**config.mk**
```make
export PLATFORM = sky130hd
export DESIGN_NAME = pfl_addr
export DESIGN_NICKNAME = d
export VERILOG_FILES = /design/src/design/pfl_pkg.sv /design/src/design/pfl_addr.sv
export SDC_FILE = /design/constraint.sdc
export NUM_CORES = 1
export LEC_CHECK = 0
export CORE_AREA = 2 2 166 87
export CTS_CLUSTER_DIAMETER = 120
export CTS_CLUSTER_SIZE = 16
export DETAILED_ROUTE_END_ITERATION = 8
export DIE_AREA = 0 0 168 89
export DONT_BUFFER_PORTS = 1
export GPL_TIMING_DRIVEN = 0
export PLACE_DENSITY_LB_ADDON = 0.12
export SLEW_MARGIN = 10
export SYNTH_ARGS = -nofsm -noshare
export SYNTH_HDL_FRONTEND = slang
export SYNTH_SLANG_ARGS = --single-unit
```
**constraint.sdc**
```tcl
create_clock -name clk -period 0.8 [get_ports clk]
set_input_delay 0.08 -clock clk [delete_from_list [all_inputs] [get_ports clk]]
set_output_delay 0.08 -clock clk [all_outputs]
set_load 0.02 [all_outputs]
```
**src/design/pfl_pkg.sv**
```systemverilog
`timescale 1ns / 1ps
// ---------------------------------------------------------------------------
// pfl_pkg: shared types and constants for the pool free list allocator
// Holds opcodes, register indexes, field widths and the decision record
// that goes from the allocation stage to the address stage.
// ---------------------------------------------------------------------------
package pfl_pkg;

    localparam int OP_W       = 2;
    localparam int INDEX_W    = 10;
    localparam int COUNT_W    = 11;
    localparam int SIZE_W     = 16;
    localparam int ADDR_W     = 32;
    localparam int CFG_IDX_W  = 2;
    localparam int CFG_DATA_W = 32;
    localparam int PROD_W     = COUNT_W + SIZE_W;

    // opcodes
    localparam logic [OP_W-1:0] OP_ALLOC = 2'd0;
    localparam logic [OP_W-1:0] OP_FREE  = 2'd1;
    localparam logic [OP_W-1:0] OP_CLEAR = 2'd2;

    // register indexes
    localparam logic [CFG_IDX_W-1:0] CFG_POOL_BASE     = 2'd0;
    localparam logic [CFG_IDX_W-1:0] CFG_ELEMENT_COUNT = 2'd1;
    localparam logic [CFG_IDX_W-1:0] CFG_ELEMENT_SIZE  = 2'd2;

    // reset values
    localparam logic [ADDR_W-1:0]  RESET_BASE  = 32'd0;
    localparam logic [COUNT_W-1:0] RESET_COUNT = 11'd1024;
    localparam logic [SIZE_W-1:0]  RESET_SIZE  = 16'd4;

    // outcome of one request, before the address is formed
    typedef struct packed {
        logic               valid;
        logic               ok;
        logic               addr_en;
        logic [COUNT_W-1:0] idx;
    } pfl_decision_t;

endpackage

```
**src/design/pfl_addr.sv**
```systemverilog
`timescale 1ns / 1ps
// ---------------------------------------------------------------------------
// pfl_addr: element address stage
// Forms base plus index times size for a decided request and registers
// the finished result beat with its strobe.
// ---------------------------------------------------------------------------
module pfl_addr (
    input  logic                          clk,
    input  logic                          rst_n,
    input  pfl_pkg::pfl_decision_t        decision,
    input  logic [pfl_pkg::ADDR_W-1:0]    pool_base,
    input  logic [pfl_pkg::SIZE_W-1:0]    element_size,
    output logic                          done,
    output logic                          ok,
    output logic [pfl_pkg::INDEX_W-1:0]   element_index,
    output logic [pfl_pkg::ADDR_W-1:0]    element_address
);

    import pfl_pkg::*;

    logic [PROD_W-1:0]  prod;
    logic [ADDR_W-1:0]  addr_sum;
    logic               done_reg;
    logic               ok_reg;
    logic [INDEX_W-1:0] index_reg;
    logic [ADDR_W-1:0]  address_reg;

    // index times size never exceeds 27 bits
    assign prod     = PROD_W'(decision.idx) * PROD_W'(element_size);
    assign addr_sum = pool_base + {{(ADDR_W - PROD_W){1'b0}}, prod};

    always_ff @(posedge clk or negedge rst_n)
    begin
        if (!rst_n)
        begin
            done_reg <= 1'b0;
        end
        else
        begin
            done_reg <= decision.valid;
        end
    end

    always_ff @(posedge clk)
    begin
        ok_reg      <= decision.ok;
        index_reg   <= decision.idx[INDEX_W-1:0];
        address_reg <= decision.addr_en ? addr_sum : '0;
    end

    assign done            = done_reg;
    assign ok              = ok_reg;
    assign element_index   = index_reg;
    assign element_address = address_reg;

endmodule

```
---- Word-level counts from Yosys, hierarchy flattened ----
Cells that the tools add are included.
storage, ports and cells
  flip-flop bits (word level) ............. 44
  latch bits .............................. 0
  memory bits (writable) .................. 0
  bits in read-only memories .............. 0
  input bits .............................. 64
  output and inout bits ................... 44
  logic and storage cells ................. 6
  memories ................................ 0
operators by class
  add/sub/neg operators ................... 1
  multiply operators ...................... 1
  div/mod/pow operators ................... 0
  magnitude comparators ................... 0
  equality and inequality tests ........... 0
  shifts and indexed selects .............. 0
  mux-type cells .......................... 0
  bitwise operators ....................... 0
  reduce and logical (&&, ||, !) cells .... 0
operator list
  kind            number
  $add 32x27->32  1
  $mul 11x16->27  1

---- Logic depth before layout (Yosys ltp) ----
  word-level depth ........................ 2
  depth in mapped cells ................... 20
  depth with buffers taken out ............ 19

---- Worst setup path before layout ----
Ideal clock, no wire load.
  kind .................................... input port to flip-flop
  from .................................... input port element_size[5] (netlist name)
  to ...................................... register address_reg[23], in the netlist element_address[23]
  library setup time ...................... 0.128 ns
  arrival ................................. 4.576 ns
  data required time ...................... 0.672 ns
  slack ................................... -3.904 ns
  stages .................................. 19
  path buffers ............................ 1
  cells stage by stage .................... clkbuf_1 -> and2_1 -> fa_1 -> inv_1 -> fa_1 -> inv_1 -> fa_1 -> fa_1 -> inv_1 -> fa_1 -> inv_1 -> ha_1 -> a211o_1 -> a211oi_2 -> nor2_1 -> a211o_1 -> a31oi_1 -> xor2_1 -> nor2_1
between the ends
  word-level cells in the longest chain between the ends .. 2
ends and longest elaborated chain
  item                    line            source
  start: declaration      pfl_addr.sv:12  input logic [pfl_pkg::SIZE_W-1:0] element_size,
  $mul 11x16->27          pfl_addr.sv:29  assign prod = PROD_W'(decision.idx) * PROD_W'(element_size);
  $add 32x27->32          pfl_addr.sv:30  assign addr_sum = pool_base + {{(ADDR_W - PROD_W){1'b0}}, prod};
  end signal: assignment  pfl_addr.sv:48  address_reg <= decision.addr_en ? addr_sum : '0;
  end: declaration        pfl_addr.sv:26  logic [ADDR_W-1:0] address_reg;
Every way passes these cells.
A chain may end at the register's enable or synchronous reset.

---- Worst setup path after layout ----
Ends and elaborated chain as after synthesis.

==> summary.md <==
| Metric | Value |
|---|---|
| Outcome | `finished, violations left` |
| Failing checks | `negative setup slack` |
| Critical Path AT | `roughly 4.6 ns` |
| Routed length per instance | `17.46 µm` |
| Initial Utilization | `approximately three fifths` |
| Clk sinks | `44` |
| DRC | `0` |
| GRT Overall Usage | `between 20% and 30%` |
| Hold WC Path Type | `input pin to flop` |
| 1st-iter DRT viols | `between 300 and 400` |
| Vias | `about 6,300` |
| Synth Flop Type | `dfxtp_1` |
| Die area | `between 10,000 and 15,000 µm²` |
| Final setup vio count | `33` |
| Die width | `roughly 170 µm` |
| N_diodes | `0` |
| Syn Area/Cell | `about 8.7 µm²` |
| Post-synth EDFFs | `0` |
| Worst setup margin | `-3.648 ns` |
| CP Launch Type | `input pin` |
| Drt via density | `approximately 5.5` |
| WL final | `approximately 20 mm` |
| Initial antenna violation count | `1` |
| Synth Register Bits | `44` |
| Die Ht | `~89 µm` |
| First-pass GRT wire length | `between 30 and 40 mm` |
| Final worst path period need | `between 4 and 5 ns` |
| First-pass DRT Iterations | `5` |
| Post-synth top area cell | `fa_1` |
| Synth async-reset ratio | `~2.3%` |
| CTS tree | `yes` |
| Post-Syn Instances | `~910` |
| Sequential area share after synthesis | `between 10% and 20%` |
| Core area | `13,330 µm²` |
| F_max | `around 220 MHz` |
| Largest net degree at the start of global routing | `14` |
| Syn nets | `1,194` |
| Final worst path period share | `556.0%` |
| M1 WL | `approximately 8.3 mm` |
| MaxCap Viol Count | `0` |
| WP buf/inv | `5` |
| Core Util, Final | `between 70% and 80%` |
| Synth top area share | `between 30% and 40%` |
| Setup TNS | `-91.56 ns` |
| Most frequent CP cell | `fa_1` |
| Netlist cell types | `61` |
| Endpoints failing hold | `0` |
| Cell area after synthesis | `approximately 8000 µm²` |
| Io pins | `roughly 110` |
| Yosys warnings | `0` |
| Clk root buf | `clkbuf_16` |
| Placement Rows | `30` |
| Max reg flops | `32` |
| Post-route antenna net violation count | `0` |
| Worst Tran Pin Value | `just over 0.5 ns` |
| Slew Limit Fails | `0` |
| Setup WS pre-CTS | `-4.156 ns` |
| Area Overhead vs Synth | `22.08%` |
| Layout Nets | `roughly 1,200` |
| Gr ovfl total | `0` |
| Most common cell in the netlist | `inv_1` |
| Critical-path cell with the highest stage delay | `fa_1` |
| Synth top area cells | `fa_1, dfxtp_1, ha_1, inv_1, nand2_1` |
| RSZ-0062 raised after global routing | `true` |
| Final HPWL from detailed placement | `between 15 and 20 mm` |
| Met3 WL | `~1.6 mm` |
| Clock buffer depth | `2` |
| Worst Hold Slack | `about 0.0023 ns` |
| Clock transition at path regs | `0.07 ns` |
| Top Metal Used | `met5` |
| Largest fanout on the critical path | `5` |
| I/O Buffers | `0` |
| Worst path cell trace | `clkbuf_16, and2_4, fa_1, inv_2, fa_1, inv_2, fa_1, fa_1, inv_1, fa_1, inv_2, ha_4, a211o_1, a211oi_2, nor2_1, a211o_4, a31oi_2, xor2_1, nor2_1` |
| Vias in the first global route | `approximately 7,000` |
| CP peak stage delay | `0.55 ns` |
| Leading cell types by count after synthesis | `inv_1, fa_1, nand2_1` |
| Layout cells sized above 1 | `a little under a quarter` |
| CTS H-tree lvls | `2` |
| CTS Buf Count | `5` |
| Length of routed met2 wiring | `between 9 and 10 mm` |
| Routability cong. | `approximately 0.9` |
| Relative slew slack | `65.01%` |
| CP delay by family, top | `adder cells` |
| CP required | `around 0.98 ns` |
| Setup crit end kind | `flop` |
| Setup Crit Path Kind | `input pin to flop` |
[final cells by class]
type	count	area (µm²)
plain buffers	35	519.2
clock buffers	6	128.9
clock inverters	2	35.03
fillers	997	3660
inverters	212	795.8
multi-input cells	620	6643
flip-flops and latches	44	939.7
well taps	176	220.2
repair buffers	41	384.1
[final timing paths]
check	from	end	slack, ns	cells past startpoint
max	element_size[5]	element_address[23]	-3.65	19
min	decision[11]	element_address[25]	0.002	2
max in group asynchronous	rst_n	done	0.18	2
min in group asynchronous	rst_n	done	0.51	2
[cells by family after synthesis]
| family | count (synthesis) | share of synthesized area [%] |
|---|---|---|
| AO/OA/AOI/OAI | 85 | 7.728 |
| flip-flops | 44 | 11.19 |
| buffers and inverters | 247 | 12.06 |
| AND/OR/NAND/NOR | 297 | 17.84 |
| XOR/XNOR | 15 | 1.659 |
| multiplexers | 4 | 0.5057 |
| adder cells (fa/ha/maj) | 219 | 49.02 |
[cell usage in the layout (no fill, tap or decap), types with 6 or more instances in the layout]
| cell | Yosys | layout |
|---|---|---|
| nor2_1 | 32 | 28 |
| clkbuf_16 | 0 | 15 |
| buf_4 | 3 | 21 |
| ha_1 | 67 | 48 |
| fa_1 | 152 | 151 |
| nor3_1 | 11 | 9 |
| nand2_2 | 0 | 15 |
| and2_4 | 1 | 12 |
| and2_1 | 62 | 51 |
| and3_1 | 7 | 6 |
| inv_2 | 0 | 14 |
| dfxtp_2 | 0 | 42 |
| clkbuf_8 | 0 | 12 |
| xor2_1 | 8 | 8 |
| o21a_1 | 7 | 7 |
| inv_1 | 212 | 198 |
| a21oi_1 | 24 | 15 |
| ha_4 | 0 | 19 |
| xnor2_1 | 7 | 6 |
| o21ai_0 | 14 | 7 |
| dlygate4sd3_1 | 0 | 18 |
| buf_6 | 2 | 8 |
| nand2b_1 | 6 | 6 |
| nand2_1 | 152 | 134 |
| a21oi_2 | 3 | 8 |
[metrics by stage]
step / std cells / cell area, µm²
detailed placement: 1087 / 8658
global route: 1136 / 9666
finish: 1136 / 9666
global placement: 1087 / 8658
floorplan: 911 / 8438
CTS: 1129 / 9478
[per-layer routing]
layer | vias to the layer above | track usage [%]
met5 | - | 0
met4 | 2 | 6.482
met3 | 33 | 5.046
met2 | 242 | 52.10
met1 | 3152 | 37.46
li1 | 2831 | -
[repair_timing]
action                                  in CTS  in global routing
endpoints found under the setup margin      70                 39
gates resized for setup                    104                 41
pin swaps                                   31                 14
buffers inserted                            16                  7
hold endpoints to repair                    18                  0
hold buffers                                18                  0
Power is left out: the tool's default activity adds up to more than one toggle a clock period on the data nets, which glitch-free logic cannot reach.
